**src/rtl/core/mbrtu_pkg.sv**
```systemverilog
// ============================================================================
// mbrtu_pkg - shared types and constants of the Modbus RTU slave frame handler
// Frame byte positions, status codes, reply request struct and the
// byte-wide CRC-16 (Modbus) update.
// ============================================================================
package mbrtu_pkg;

    // Result status carried with every output transaction
    typedef enum logic [1:0] {
        ST_OK    = 2'd0,
        ST_CRC   = 2'd1,
        ST_ADDR  = 2'd2,
        ST_SHORT = 2'd3
    } frame_status_t;

    // Byte positions within request and reply frames
    localparam logic [2:0] BYTE_ID      = 3'd0;
    localparam logic [2:0] BYTE_FUNC    = 3'd1;
    localparam logic [2:0] BYTE_ADDR_HI = 3'd2;
    localparam logic [2:0] BYTE_ADDR_LO = 3'd3;
    localparam logic [2:0] BYTE_VAL_HI  = 3'd4;
    localparam logic [2:0] BYTE_VAL_LO  = 3'd5;
    localparam logic [2:0] BYTE_CRC_HI  = 3'd6;
    localparam logic [2:0] BYTE_CRC_LO  = 3'd7;

    // CRC-16 Modbus
    localparam logic [15:0] CRC_INIT = 16'hFFFF;
    localparam logic [15:0] CRC_POLY = 16'hA001;

    // Function and exception codes
    localparam logic [7:0]  FUNC_READ = 8'h03;
    localparam logic [7:0]  EXC_FLAG  = 8'h80;
    localparam logic [15:0] EXC_FUNC  = 16'h0001;
    localparam logic [15:0] EXC_ADDR  = 16'h0002;

    // Configuration registers
    localparam logic        CFG_IDX_NODE_ID  = 1'b0;
    localparam logic        CFG_IDX_REG_ADDR = 1'b1;
    localparam logic [7:0]  NODE_ID_RST      = 8'h02;
    localparam logic [15:0] REG_ADDR_RST     = 16'h0006;

    // Reply request handed from the frame checker to the reply sequencer
    typedef struct packed {
        frame_status_t status;
        logic [7:0]    id;
        logic [7:0]    func;
        logic [15:0]   addr;
        logic [15:0]   value;
    } reply_req_t;

    // One byte through the reflected CRC-16, bit by bit
    function automatic logic [15:0] crc16_byte(input logic [15:0] crc_in,
                                               input logic [7:0]  data_in);
        logic [15:0] crc;
        crc = crc_in ^ {8'h00, data_in};
        for (int i = 0; i < 8; i++)
        begin
            crc = crc[0] ? ((crc >> 1) ^ CRC_POLY) : (crc >> 1);
        end
        return crc;
    endfunction

endpackage

```
**src/rtl/core/mbrtu_reply.sv**
```systemverilog
// ============================================================================
// mbrtu_reply - reply sequencer
// Holds one frame outcome and streams it out: eight reply bytes with a CRC
// built on the fly, or a single status transaction for a rejected frame.
// ============================================================================
module mbrtu_reply (
    input  logic                  clk,
    input  logic                  rst_n,
    input  logic                  load,
    input  mbrtu_pkg::reply_req_t req,
    output logic                  free,
    output logic                  m_axis_tvalid,
    input  logic                  m_axis_tready,
    output logic [7:0]            m_axis_tdata,   // [7:0] tx_byte
    output logic [2:0]            m_axis_tuser,   // [0] tx_valid, [2:1] frame_status
    output logic                  m_axis_tlast
);

    logic                     busy_reg, busy_next;
    logic [2:0]               idx_reg, idx_next;
    logic                     single_reg;
    mbrtu_pkg::frame_status_t status_reg;
    logic [7:0]               id_reg;
    logic [7:0]               func_reg;
    logic [15:0]              addr_reg;
    logic [15:0]              value_reg;
    logic [15:0]              crc_reg, crc_next;
    logic [7:0]               byte_sel;
    logic                     out_take;

    // Current reply byte
    always_comb
    begin
        unique case (idx_reg)
            mbrtu_pkg::BYTE_ID:      byte_sel = id_reg;
            mbrtu_pkg::BYTE_FUNC:    byte_sel = func_reg;
            mbrtu_pkg::BYTE_ADDR_HI: byte_sel = addr_reg[15:8];
            mbrtu_pkg::BYTE_ADDR_LO: byte_sel = addr_reg[7:0];
            mbrtu_pkg::BYTE_VAL_HI:  byte_sel = value_reg[15:8];
            mbrtu_pkg::BYTE_VAL_LO:  byte_sel = value_reg[7:0];
            mbrtu_pkg::BYTE_CRC_HI:  byte_sel = crc_reg[15:8];
            mbrtu_pkg::BYTE_CRC_LO:  byte_sel = crc_reg[7:0];
            default:                 byte_sel = 8'h00;
        endcase
    end

    // Output channel
    assign m_axis_tvalid = busy_reg;
    assign m_axis_tdata  = single_reg ? 8'h00 : byte_sel;
    assign m_axis_tuser  = {status_reg, ~single_reg};
    assign m_axis_tlast  = single_reg || (idx_reg == mbrtu_pkg::BYTE_CRC_LO);
    assign out_take      = busy_reg && m_axis_tready;
    assign free          = !busy_reg || (out_take && m_axis_tlast);

    // Sequencer control
    always_comb
    begin
        busy_next = busy_reg;
        idx_next  = idx_reg;
        crc_next  = crc_reg;
        if (load)
        begin
            busy_next = 1'b1;
            idx_next  = mbrtu_pkg::BYTE_ID;
            crc_next  = mbrtu_pkg::CRC_INIT;
        end
        else if (out_take)
        begin
            if (m_axis_tlast)
            begin
                busy_next = 1'b0;
            end
            idx_next = idx_reg + 3'd1;
            // CRC runs over id to value low byte as they leave
            if (idx_reg <= mbrtu_pkg::BYTE_VAL_LO)
            begin
                crc_next = mbrtu_pkg::crc16_byte(crc_reg, byte_sel);
            end
        end
    end

    always_ff @(posedge clk or negedge rst_n)
    begin
        if (!rst_n)
        begin
            busy_reg <= 1'b0;
            idx_reg  <= mbrtu_pkg::BYTE_ID;
        end
        else
        begin
            busy_reg <= busy_next;
            idx_reg  <= idx_next;
        end
    end

    // Payload of the held reply
    always_ff @(posedge clk)
    begin
        crc_reg <= crc_next;
        if (load)
        begin
            single_reg <= (req.status != mbrtu_pkg::ST_OK);
            status_reg <= req.status;
            id_reg     <= req.id;
            func_reg   <= req.func;
            addr_reg   <= req.addr;
            value_reg  <= req.value;
        end
    end

`ifndef SYNTHESIS
    a_load_starts: assert property (@(posedge clk) disable iff (!rst_n)
        load |=> busy_reg && (idx_reg == mbrtu_pkg::BYTE_ID))
        else $error("reply load did not start at the first byte");

    a_reject_single: assert property (@(posedge clk) disable iff (!rst_n)
        busy_reg && single_reg |-> (idx_reg == mbrtu_pkg::BYTE_ID))
        else $error("status transaction advanced past its single item");

    a_end_idle: assert property (@(posedge clk) disable iff (!rst_n)
        out_take && m_axis_tlast && !load |=> !busy_reg)
        else $error("sequencer still busy after final transaction");
`endif

endmodule

```
**src/rtl/core/modbus_rtu_slave_frame_handler_top.sv**
```systemverilog
// ============================================================================
// modbus_rtu_slave_frame_handler_top - Modbus RTU slave frame handler
// Collects 8-byte request frames, checks CRC, node id and length, answers
// reads of one register with a CRC-protected reply, others with an exception.
// ============================================================================
// Usage:
//   s_axis carries received bytes (tuser low) or an inter-frame gap marker
//   (tuser high, ends a short frame). reading_value rides along in tdata and
//   is sampled from the transaction that completes a frame.
//   m_axis gives either eight reply bytes (tuser[0] high, status OK, tlast on
//   the CRC low byte) or one status transaction for a rejected frame.
//   node_id and register_address are set over the APB port (0x0, 0x4).
// Timing:
//   One input transaction per cycle unless a completing item waits. An item
//   is registered on acceptance and processed from the input register; a
//   completing byte loads the reply sequencer, whose registered output then
//   presents the reply, one byte per cycle while m_axis_tready is high.
//   A frame-completing item waits in the input register only while the
//   previous reply is still in flight (its last byte may leave the same
//   cycle); other items never wait on the output side.
// Reset:
//   Clears the frame under construction, drops any pending reply and
//   restores node_id to 2 and register_address to 6.
// Stall:
//   When m_axis_tready is low the current reply transaction holds.
// ============================================================================
module modbus_rtu_slave_frame_handler_top (
    input  logic        clk,
    input  logic        rst_n,
    // APB configuration
    input  logic        psel,
    input  logic        penable,
    input  logic        pwrite,
    input  logic [2:0]  paddr,
    input  logic [31:0] pwdata,
    output logic [31:0] prdata,
    output logic        pready,
    // Receive stream
    input  logic        s_axis_tvalid,
    output logic        s_axis_tready,
    input  logic [23:0] s_axis_tdata,   // [7:0] rx_byte, [23:8] reading_value
    input  logic        s_axis_tuser,   // [0] action
    // Reply stream
    output logic        m_axis_tvalid,
    input  logic        m_axis_tready,
    output logic [7:0]  m_axis_tdata,   // [7:0] tx_byte
    output logic [2:0]  m_axis_tuser,   // [0] tx_valid, [2:1] frame_status
    output logic        m_axis_tlast
);

    logic [7:0]            node_id_q;
    logic [15:0]           reg_addr_q;
    logic                  cfg_wr;

    logic                  in_valid_reg, in_valid_next;
    logic                  in_action_reg;
    logic [7:0]            in_byte_reg;
    logic [15:0]           in_reading_reg;
    logic                  in_accept;

    logic [2:0]            byte_cnt_reg, byte_cnt_next;
    logic [15:0]           crc_reg, crc_next;
    logic [7:0]            id_reg, id_next;
    logic [7:0]            func_reg, func_next;
    logic [7:0]            addr_hi_reg, addr_hi_next;
    logic [7:0]            addr_lo_reg, addr_lo_next;
    logic [7:0]            b6_reg, b6_next;

    logic                  proc_finish;
    logic                  proc_done;
    logic                  rep_free;
    logic                  rep_load;
    logic [15:0]           got_crc;
    logic [15:0]           req_addr;
    mbrtu_pkg::reply_req_t rep_req;

    // ------------------------------------------------------------------
    // Configuration registers
    // ------------------------------------------------------------------
    assign pready = 1'b1;
    assign cfg_wr = psel && penable && pwrite && pready;

    always_ff @(posedge clk or negedge rst_n)
    begin
        if (!rst_n)
        begin
            node_id_q  <= mbrtu_pkg::NODE_ID_RST;
            reg_addr_q <= mbrtu_pkg::REG_ADDR_RST;
        end
        else if (cfg_wr)
        begin
            unique case (paddr[2])
                mbrtu_pkg::CFG_IDX_NODE_ID:  node_id_q  <= pwdata[7:0];
                mbrtu_pkg::CFG_IDX_REG_ADDR: reg_addr_q <= pwdata[15:0];
                default: ;
            endcase
        end
    end

    always_comb
    begin
        unique case (paddr[2])
            mbrtu_pkg::CFG_IDX_NODE_ID:  prdata = {24'h000000, node_id_q};
            mbrtu_pkg::CFG_IDX_REG_ADDR: prdata = {16'h0000, reg_addr_q};
            default:                     prdata = 32'h00000000;
        endcase
    end

    // ------------------------------------------------------------------
    // Input register
    // ------------------------------------------------------------------
    assign s_axis_tready = !in_valid_reg || proc_done;
    assign in_accept     = s_axis_tvalid && s_axis_tready;

    always_comb
    begin
        if (in_accept)
        begin
            in_valid_next = 1'b1;
        end
        else if (proc_done)
        begin
            in_valid_next = 1'b0;
        end
        else
        begin
            in_valid_next = in_valid_reg;
        end
    end

    always_ff @(posedge clk or negedge rst_n)
    begin
        if (!rst_n)
        begin
            in_valid_reg <= 1'b0;
        end
        else
        begin
            in_valid_reg <= in_valid_next;
        end
    end

    always_ff @(posedge clk)
    begin
        if (in_accept)
        begin
            in_action_reg  <= s_axis_tuser;
            in_byte_reg    <= s_axis_tdata[7:0];
            in_reading_reg <= s_axis_tdata[23:8];
        end
    end

    // ------------------------------------------------------------------
    // Frame completion: eighth byte, or a gap after at least one byte
    // ------------------------------------------------------------------
    assign proc_finish = in_valid_reg &&
                         (in_action_reg ? (byte_cnt_reg != 3'd0)
                                        : (byte_cnt_reg == mbrtu_pkg::BYTE_CRC_LO));
    assign proc_done   = in_valid_reg && (!proc_finish || rep_free);
    assign rep_load    = proc_done && proc_finish;

    // Frame assembly and running CRC
    always_comb
    begin
        byte_cnt_next = byte_cnt_reg;
        crc_next      = crc_reg;
        id_next       = id_reg;
        func_next     = func_reg;
        addr_hi_next  = addr_hi_reg;
        addr_lo_next  = addr_lo_reg;
        b6_next       = b6_reg;
        if (rep_load)
        begin
            byte_cnt_next = 3'd0;
            crc_next      = mbrtu_pkg::CRC_INIT;
            id_next       = 8'h00;
            func_next     = 8'h00;
            addr_hi_next  = 8'h00;
            addr_lo_next  = 8'h00;
            b6_next       = 8'h00;
        end
        else if (proc_done && !in_action_reg)
        begin
            unique case (byte_cnt_reg)
                mbrtu_pkg::BYTE_ID:      id_next      = in_byte_reg;
                mbrtu_pkg::BYTE_FUNC:    func_next    = in_byte_reg;
                mbrtu_pkg::BYTE_ADDR_HI: addr_hi_next = in_byte_reg;
                mbrtu_pkg::BYTE_ADDR_LO: addr_lo_next = in_byte_reg;
                mbrtu_pkg::BYTE_CRC_HI:  b6_next      = in_byte_reg;
                default: ;
            endcase
            if (byte_cnt_reg <= mbrtu_pkg::BYTE_VAL_LO)
            begin
                crc_next = mbrtu_pkg::crc16_byte(crc_reg, in_byte_reg);
            end
            byte_cnt_next = byte_cnt_reg + 3'd1;
        end
    end

    always_ff @(posedge clk or negedge rst_n)
    begin
        if (!rst_n)
        begin
            byte_cnt_reg <= 3'd0;
            crc_reg      <= mbrtu_pkg::CRC_INIT;
            id_reg       <= 8'h00;
            func_reg     <= 8'h00;
            addr_hi_reg  <= 8'h00;
            addr_lo_reg  <= 8'h00;
            b6_reg       <= 8'h00;
        end
        else
        begin
            byte_cnt_reg <= byte_cnt_next;
            crc_reg      <= crc_next;
            id_reg       <= id_next;
            func_reg     <= func_next;
            addr_hi_reg  <= addr_hi_next;
            addr_lo_reg  <= addr_lo_next;
            b6_reg       <= b6_next;
        end
    end

    // ------------------------------------------------------------------
    // Frame check and reply contents
    // Padding a short frame with zero bytes is a linear, invertible map of
    // the CRC, and the received CRC field of such a frame reads zero below
    // byte 7, so comparing the unpadded running CRC is equivalent.
    // ------------------------------------------------------------------
    assign got_crc  = {b6_reg, (in_action_reg ? 8'h00 : in_byte_reg)};
    assign req_addr = {addr_hi_reg, addr_lo_reg};

    always_comb
    begin
        rep_req.id    = id_reg;
        rep_req.addr  = req_addr;
        rep_req.func  = func_reg | mbrtu_pkg::EXC_FLAG;
        rep_req.value = mbrtu_pkg::EXC_ADDR;

        priority if (crc_reg != got_crc)
        begin
            rep_req.status = mbrtu_pkg::ST_CRC;
        end
        else if (id_reg != node_id_q)
        begin
            rep_req.status = mbrtu_pkg::ST_ADDR;
        end
        else if (in_action_reg)
        begin
            rep_req.status = mbrtu_pkg::ST_SHORT;
        end
        else
        begin
            rep_req.status = mbrtu_pkg::ST_OK;
        end

        if (req_addr == reg_addr_q)
        begin
            if (func_reg == mbrtu_pkg::FUNC_READ)
            begin
                rep_req.func  = func_reg;
                rep_req.value = in_reading_reg;
            end
            else
            begin
                rep_req.value = mbrtu_pkg::EXC_FUNC;
            end
        end
    end

    // ------------------------------------------------------------------
    // Reply sequencer
    // ------------------------------------------------------------------
    mbrtu_reply u_reply (
        .clk           (clk),
        .rst_n         (rst_n),
        .load          (rep_load),
        .req           (rep_req),
        .free          (rep_free),
        .m_axis_tvalid (m_axis_tvalid),
        .m_axis_tready (m_axis_tready),
        .m_axis_tdata  (m_axis_tdata),
        .m_axis_tuser  (m_axis_tuser),
        .m_axis_tlast  (m_axis_tlast)
    );

`ifndef SYNTHESIS
    a_frame_cleared: assert property (@(posedge clk) disable iff (!rst_n)
        rep_load |=> (byte_cnt_reg == 3'd0) && (crc_reg == mbrtu_pkg::CRC_INIT))
        else $error("frame state not cleared after completion");

    a_held_item: assert property (@(posedge clk) disable iff (!rst_n)
        in_valid_reg && !proc_done |=> in_valid_reg && $stable(in_byte_reg))
        else $error("waiting input item was lost");

    a_empty_gap: assert property (@(posedge clk) disable iff (!rst_n)
        in_valid_reg && in_action_reg && (byte_cnt_reg == 3'd0) |-> !rep_load)
        else $error("gap with no bytes produced a result");
`endif

endmodule
```
**config.mk**
```make
export PLATFORM = sky130hd
export DESIGN_NAME = modbus_rtu_slave_frame_handler_top
export DESIGN_NICKNAME = d
export VERILOG_FILES = /design/src/rtl/core/mbrtu_pkg.sv /design/src/rtl/core/mbrtu_reply.sv /design/src/rtl/core/modbus_rtu_slave_frame_handler_top.sv
export SDC_FILE = /design/constraint.sdc
export NUM_CORES = 1
export LEC_CHECK = 0
export BUFFER_PORTS_ARGS = -buffer_cell sky130_fd_sc_hd__buf_2
export CAP_MARGIN = 20
export CORE_ASPECT_RATIO = 0.7
export CORE_MARGIN = 2
export CORE_UTILIZATION = 45
export CTS_CLUSTER_DIAMETER = 150
export DETAILED_ROUTE_END_ITERATION = 8
export REMOVE_ABC_BUFFERS = 1
export SETUP_SLACK_MARGIN = 0.05
export SYNTH_ARGS = -nofsm -noshare
export SYNTH_HDL_FRONTEND = slang
export SYNTH_HIERARCHICAL = 1
export SYNTH_SLANG_ARGS = --single-unit
export TNS_END_PERCENT = 10
```
**constraint.sdc**
```tcl
create_clock -name clk -period 6.7 [get_ports clk]
set_clock_uncertainty 0.1 [all_clocks]
set_input_delay 0.335 -clock clk [delete_from_list [all_inputs] [get_ports clk]]
set_output_delay 0.335 -clock clk [all_outputs]
set_load 0.01 [all_outputs]
```
== Yosys cells after proc, flatten, opt, wreduce, memory -nomap -nowiden ==
Cells that the tools add are included.
Storage, ports and cells
  register bits: 180
  input port bits: 67
  output and inout port bits: 47
  logic and storage cells: 159
Operators by class
  add/sub/neg operators: 2
  $lt $le $gt $ge: 2
  eq/ne operators: 16
  muxes and demuxes: 53
  bitwise gates (word level): 20
  reduce and logical (&&, ||, !) cells: 42
Operator list (number)
  $mux W16: 19
  $mux W8: 17
  $pmux W32 S2: 1
  $pmux W8 S8: 1
  $not A2 Y3: 16
  $xor A16 B8 Y16: 2
  $reduce_and A2 Y1: 11
  $reduce_bool A2 Y1: 11
  $eq A3 B3 Y1 const B: 6
  $eq A16 B16 Y1: 1
  $ne A16 B16 Y1: 1
  $eq A3 B2 Y1 const B: 4
  $mux W3: 4
  $logic_and A1 B1 Y1: 9
  $eq A8 B2 Y1 const B: 1
  $mux W2: 4
  $ne A8 B8 Y1: 1
  $mux W7: 1
  $add A3 B1 Y3 const B: 2
  $eq A3 B1 Y1 const B: 2
  $le A3 B3 Y1 const B: 2
  $logic_not A3 Y1: 2
  $mux W1: 6
  $logic_not A1 Y1: 4
  3 further kinds: 7

== Logic depth before layout (Yosys ltp) ==
  word-level depth: 20
  mapped depth: 14
  mapped depth without buffers: 11

== By module ==
Netlist, hierarchy kept.
Modules (own cells, without submodules)
  modbus_rtu_slave_frame_handler_top: instances 1, cells an instance 421, area each 5336.4 sq um, seq. area each 2876.5 sq um
  mbrtu_reply: instances 1, cells an instance 239, area each 3096.7 sq um, seq. area each 1951.9 sq um

== Worst setup path before layout ==
OpenSTA, ideal clock, no wires.
  kind: register to register
  start: reg u_reply.idx_reg[1]
  end: reg u_reply.crc_reg[15]
  setup time: 0.079 ns
  arrival: 3.152 ns
  data required time: 6.521 ns
  setup slack: 3.369 ns
  cell stages (with the launch flop): 15
  path buffers: 4
  clock period less this slack: 3.331 ns
  path through: dfrtp_1 ha_1 ha_1 clkbuf_1 or2_2 nand2_1 nand2_1 nand2_1 or2_1 buf_4 inv_2 buf_2 clkbuf_1 nor3_1 nor3_1
Between the ends
  elaborated cells on any way between the ends: 33
  those cells by class: order compare: 1; eq/ne: 7; mux: 9; bitwise: 8; reduce/logical: 8
RTL lines
  start: declaration: RTL line mbrtu_reply.sv:20  | logic [2:0] idx_reg, idx_next;
  start signal: assignment: RTL line mbrtu_reply.sv:87  | idx_reg <= mbrtu_pkg::BYTE_ID;
  start signal: assignment: RTL line mbrtu_reply.sv:92  | idx_reg <= idx_next;
  $eq A3 B3 Y1: RTL line mbrtu_reply.sv:51  | assign m_axis_tlast = single_reg || (idx_reg == mbrtu_pkg::BYTE_CRC_LO);
  $logic_or A1 B1 Y1: RTL line mbrtu_reply.sv:51
  net m_axis_tlast: RTL line modbus_rtu_slave_frame_handler_top.sv:48  | output logic m_axis_tlast
  $logic_and A1 B1 Y1: RTL line mbrtu_reply.sv:53  | assign free = !busy_reg || (out_take && m_axis_tlast);
  $logic_or A1 B1 Y1: RTL line mbrtu_reply.sv:53
  net rep_free: RTL line modbus_rtu_slave_frame_handler_top.sv:71  | logic rep_free;
  $logic_or A1 B1 Y1: RTL line modbus_rtu_slave_frame_handler_top.sv:159  | assign proc_done = in_valid_reg && (!proc_finish || rep_free);
  $logic_and A1 B1 Y1: RTL line modbus_rtu_slave_frame_handler_top.sv:159
  $logic_and A1 B1 Y1: RTL line modbus_rtu_slave_frame_handler_top.sv:160  | assign rep_load = proc_done && proc_finish;
  net rep_load: RTL line modbus_rtu_slave_frame_handler_top.sv:72  | logic rep_load;
  end signal: assignment: RTL line mbrtu_reply.sv:99  | crc_reg <= crc_next;
  end: declaration: RTL line mbrtu_reply.sv:27  | logic [15:0] crc_reg, crc_next;
The timed path passes the listed nets, and every way through them passes these cells.
A chain may end at the register's enable or synchronous reset.

== Final worst setup path ==
  start: reg u_reply.idx_reg[1]
  end: reg u_reply.crc_reg[15]
Between the ends
  elaborated cells on any way between the ends: 33
  those cells by class: order compare: 1; eq/ne: 7; mux: 9; bitwise: 8; reduce/logical: 8
RTL lines (RTL line)
  $eq A3 B3 Y1: mbrtu_reply.sv:51
  $logic_or A1 B1 Y1: mbrtu_reply.sv:51
  $logic_and A1 B1 Y1: mbrtu_reply.sv:53
  $logic_or A1 B1 Y1: mbrtu_reply.sv:53
  net rep_free: modbus_rtu_slave_frame_handler_top.sv:71
  $logic_or A1 B1 Y1: modbus_rtu_slave_frame_handler_top.sv:159
  $logic_and A1 B1 Y1: modbus_rtu_slave_frame_handler_top.sv:159
  $logic_and A1 B1 Y1: modbus_rtu_slave_frame_handler_top.sv:160
The timed path passes the listed nets, and every way through them passes these cells.

==> run metrics <==
Pleak=approximately 0.004 µW; Hold Crit Class=input port to flop; Synth-to-Final Area Change=15.9%; ant diodes=0; Worst Setup End Kind=flop; most frequent cell on the critical path=nand2_1; Resized cells post-CTS=0; syn_area_per_cell=roughly 13 µm²; area of the multi-input gates=around 3300 µm²; Skew-Pair Late Insertion Delay=between 0.4 and 0.5 ns; max-slew headroom at the worst pin=37.9%; routability cong.=0.853; initial antenna violation count=0; leading area contributor after synthesis=edfxtp_1; CP Launch Type=flop; share of the synthesized area in the top cell type=a little over a quarter; Pre-antenna DRT Iters=5; Row Count=roughly 40; post-synthesis simple-gate area fraction=9.84%; FILL cells=around 1,500; antenna-violating nets left=0; Switch Pwr=approximately 1700 µW; 1st-iter DRT viols=about 420; placed cell count=950; Initial Util=a little under half; vias per std cell=between 5 and 6; Synth Area in Adders=1.78%; IO Pins=114; r2r endpoint=u_reply/crc_reg[15]$_SDFFE_PP1P_; final cycle utilization of the critical path=about three fifths; synthesis warning total=6; total grt overflow=0; final number of hold-violating endpoints=0; Reg power frac=between 30 and 40%; sequential-to-total area share from yosys stat=a little under three fifths; CTS Sinks=between 150 and 200; die height=119 µm; Setup TNS Final=0 ns; crit-path cells=ha_1, ha_1, or2_2, nand2_1, nand2_1, nand2_1, or2_1, inv_2, buf_4, nor2_1, and3_1, nor3_1; DP Wirelength=~13,000 µm; WL final=approximately 19,000 µm; Comb power frac=about 40%; nets@finish=840; core area=18,200 µm²; Synth Area in Compound Gates=~8.5%; crit path kind=flop to flop; Worst Path Arrival=4.28 ns; flops & latches, synth=180; Primary FF master, synth=edfxtp_1; proportion of synthesized area in mux cells=under 10%; Final min period=4.03 ns; Via Count=approximately 5,400; share of layout cells above drive strength 1=29.8%; Max Cap Viol=0; most numerous cell in the Yosys netlist=edfxtp_1; H-tree depth=4; Reg2Reg Depth=12; RSZ-0062 raised after global routing=no; Fmax=~0.25 GHz; outcome=finished, final reports clean; Worst path max stage delay=0.75 ns; internal power=slightly below 3000 µW; TritonCTS clock tree=built; WL/cell=about 18 µm; largest net degree at the start of global routing=between 60 and 70; Total GRT Usage=around a fifth; Root Buffer=clkbuf_16; reg2reg start=u_reply/idx_reg[1]$_DFFE_PN0P_; slack of the worst reg-to-reg path=2.67 ns; Clock Path Buffers=2; largest family of logic cells by synthesized area=simple AND/OR/NAND/NOR gates; number of buffers created by CTS=17; Gate Count Post-Synth=660; pwr dens=476 nW/µm²; Cell Area, Synth=between 8000 and 9000 µm²; hold_sp=pwdata[9]; clk slew on worst S/H paths=about 0.07 ns; Post-synth EDFFs=76; CP max FO=between 40 and 50; DRC=0; Pins Over Slew Limit=0; Non-Filler Instances=1,010; cell count of the worst hold path=2; Final setup viols=0; ys async rst share=48.9%; vias in the first global route=5,341; top cells by area, synth=edfxtp_1 27%, dfrtp_1 20%, mux2_2 9.6%; die area=about 20,000 µm²; Synth cell types=64; Die W=around 170 µm; switch share=36.4%; Critical Path RT=around 7 ns; Synth top cells by count=76 x edfxtp_1, 72 x mux2_2, 69 x dfrtp_1, 43 x nand2_1; Seq. cell area=between 4000 and 5000 µm²; Worst Hold Path EP=reg_addr_q[9]$_DFFE_PN0P_; Port Buffers=78; Peak VDD IR=0.221 mV; global-route wire length before repair=just under 30,000 µm; Clock power frac=between 10% and 20%; xor/xnor share of the synthesized area=9.12%; CP max-delay cell=inv_2; worst slew pin tran=a little over 0.9 ns
layout by cell type (no fill, tap or decap), types with 4 or more instances in the layout:
| master | count |
|---|---|
| nand2_1 | 43 |
| edfxtp_1 | 76 |
| dlygate4sd3_1 | 27 |
| clkbuf_16 | 18 |
| a211o_1 | 7 |
| inv_4 | 4 |
| a32oi_1 | 5 |
| nor2_1 | 36 |
| xnor2_1 | 28 |
| nor3_1 | 15 |
| nand2b_1 | 5 |
| mux2_2 | 72 |
| nand4_1 | 5 |
| buf_2 | 77 |
| xor2_1 | 36 |
| and2_1 | 25 |
| dfrtp_1 | 69 |
| a21oi_1 | 18 |
| a21oi_4 | 4 |
| nand3b_1 | 7 |
| inv_1 | 18 |
| ha_1 | 12 |
| a22o_1 | 7 |
| o21ai_0 | 11 |
| conb_1 | 17 |
| dfstp_2 | 19 |
| xor2_2 | 4 |
| buf_4 | 4 |
| dfxtp_1 | 16 |
| nor4_1 | 10 |
| xnor2_2 | 6 |
| a22oi_1 | 16 |
timing repair:
item / in CTS / in global routing
buffers inserted: 0 / 0
endpoints found under the hold margin: 51 / 0
hold buffers: 27 / 0
setup endpoints to repair: 0 / 0
metrics by stage:
step                util (%)  hold slack [ns]  total power (µW)  setup slack [ns]  area (µm²)
floorplan                  -          -0.0606              3270              3.40        8240
global placement        49.2            0.163              3670              2.81        8950
detailed placement      49.2            0.174              3710              2.72        8950
CTS                     53.6           0.0185              4660              2.72        9750
global route            53.7           0.0285              4920              2.33        9780
finish                  53.7           0.0348              4650              2.67        9780
critical path: cells and delay by family, from the launching register on:
family,cells,cell delay [ns]
buffers and inverters,2,1.35
AND/OR/NAND/NOR,8,1.33
adder cells (fa/ha/maj),2,0.64
flip-flops,1,0.49
logic make-up (layout without fill, tap and decap cells):
group / count (synthesis) / in the layout
flip-flops: 180 / 180
AO/OA/AOI/OAI: 94 / 94
AND/OR/NAND/NOR: 163 / 163
adder cells (fa/ha/maj): 12 / 12
multiplexers: 72 / 72
other: 2 / 17
XOR/XNOR: 76 / 76
buffers and inverters: 61 / 160
area by class of cell:
| type | instances | area share (%) |
|---|---|---|
| Sequential cell | 180 | 49.4 |
| Multi-Input combinational cell | 434 | 34.2 |
| Tap cell | 236 | 3.02 |
| Clock buffer | 20 | 4.47 |
| Inverter | 19 | 0.729 |
| Timing Repair Buffer | 109 | 7.27 |
| Clock inverter | 12 | 0.960 |
power groups by stage:
stage	logic (µW)	clock network (µW)	registers [µW]
after floorplan	1520	0	1750
after detailed placement	1840	0	1870
after global routing	2030	989	1900
after global placement	1810	0	1860
final	1870	926	1860
after CTS	1860	947	1850
routing by layer:
| layer | global-route usage [%] | routed length, µm |
|---|---|---|
| met5 | 0 | 0 |
| met4 | 4.84 | 167 |
| met3 | 4.32 | 931 |
| met2 | 28.0 | 7940 |
| met1 | 29.6 | 9590 |
worst max-delay path by stage:
stage	start	end	cells past startpoint
3_3_place_gp	u_reply/idx_reg[2]$_DFFE_PN0P_	u_reply/crc_reg[15]$_SDFFE_PP1P_	11
2_1_floorplan	u_reply/idx_reg[1]$_DFFE_PN0P_	addr_hi_reg[0]$_DFFE_PN0P_	10
6_report	u_reply/idx_reg[1]$_DFFE_PN0P_	u_reply/crc_reg[15]$_SDFFE_PP1P_	12
3_5_place_dp	u_reply/idx_reg[1]$_DFFE_PN0P_	u_reply/crc_reg[15]$_SDFFE_PP1P_	12
4_1_cts	u_reply/idx_reg[1]$_DFFE_PN0P_	u_reply/crc_reg[15]$_SDFFE_PP1P_	12
5_1_grt	u_reply/idx_reg[2]$_DFFE_PN0P_	u_reply/crc_reg[15]$_SDFFE_PP1P_	11
Power figures use the tool's default switching activity.
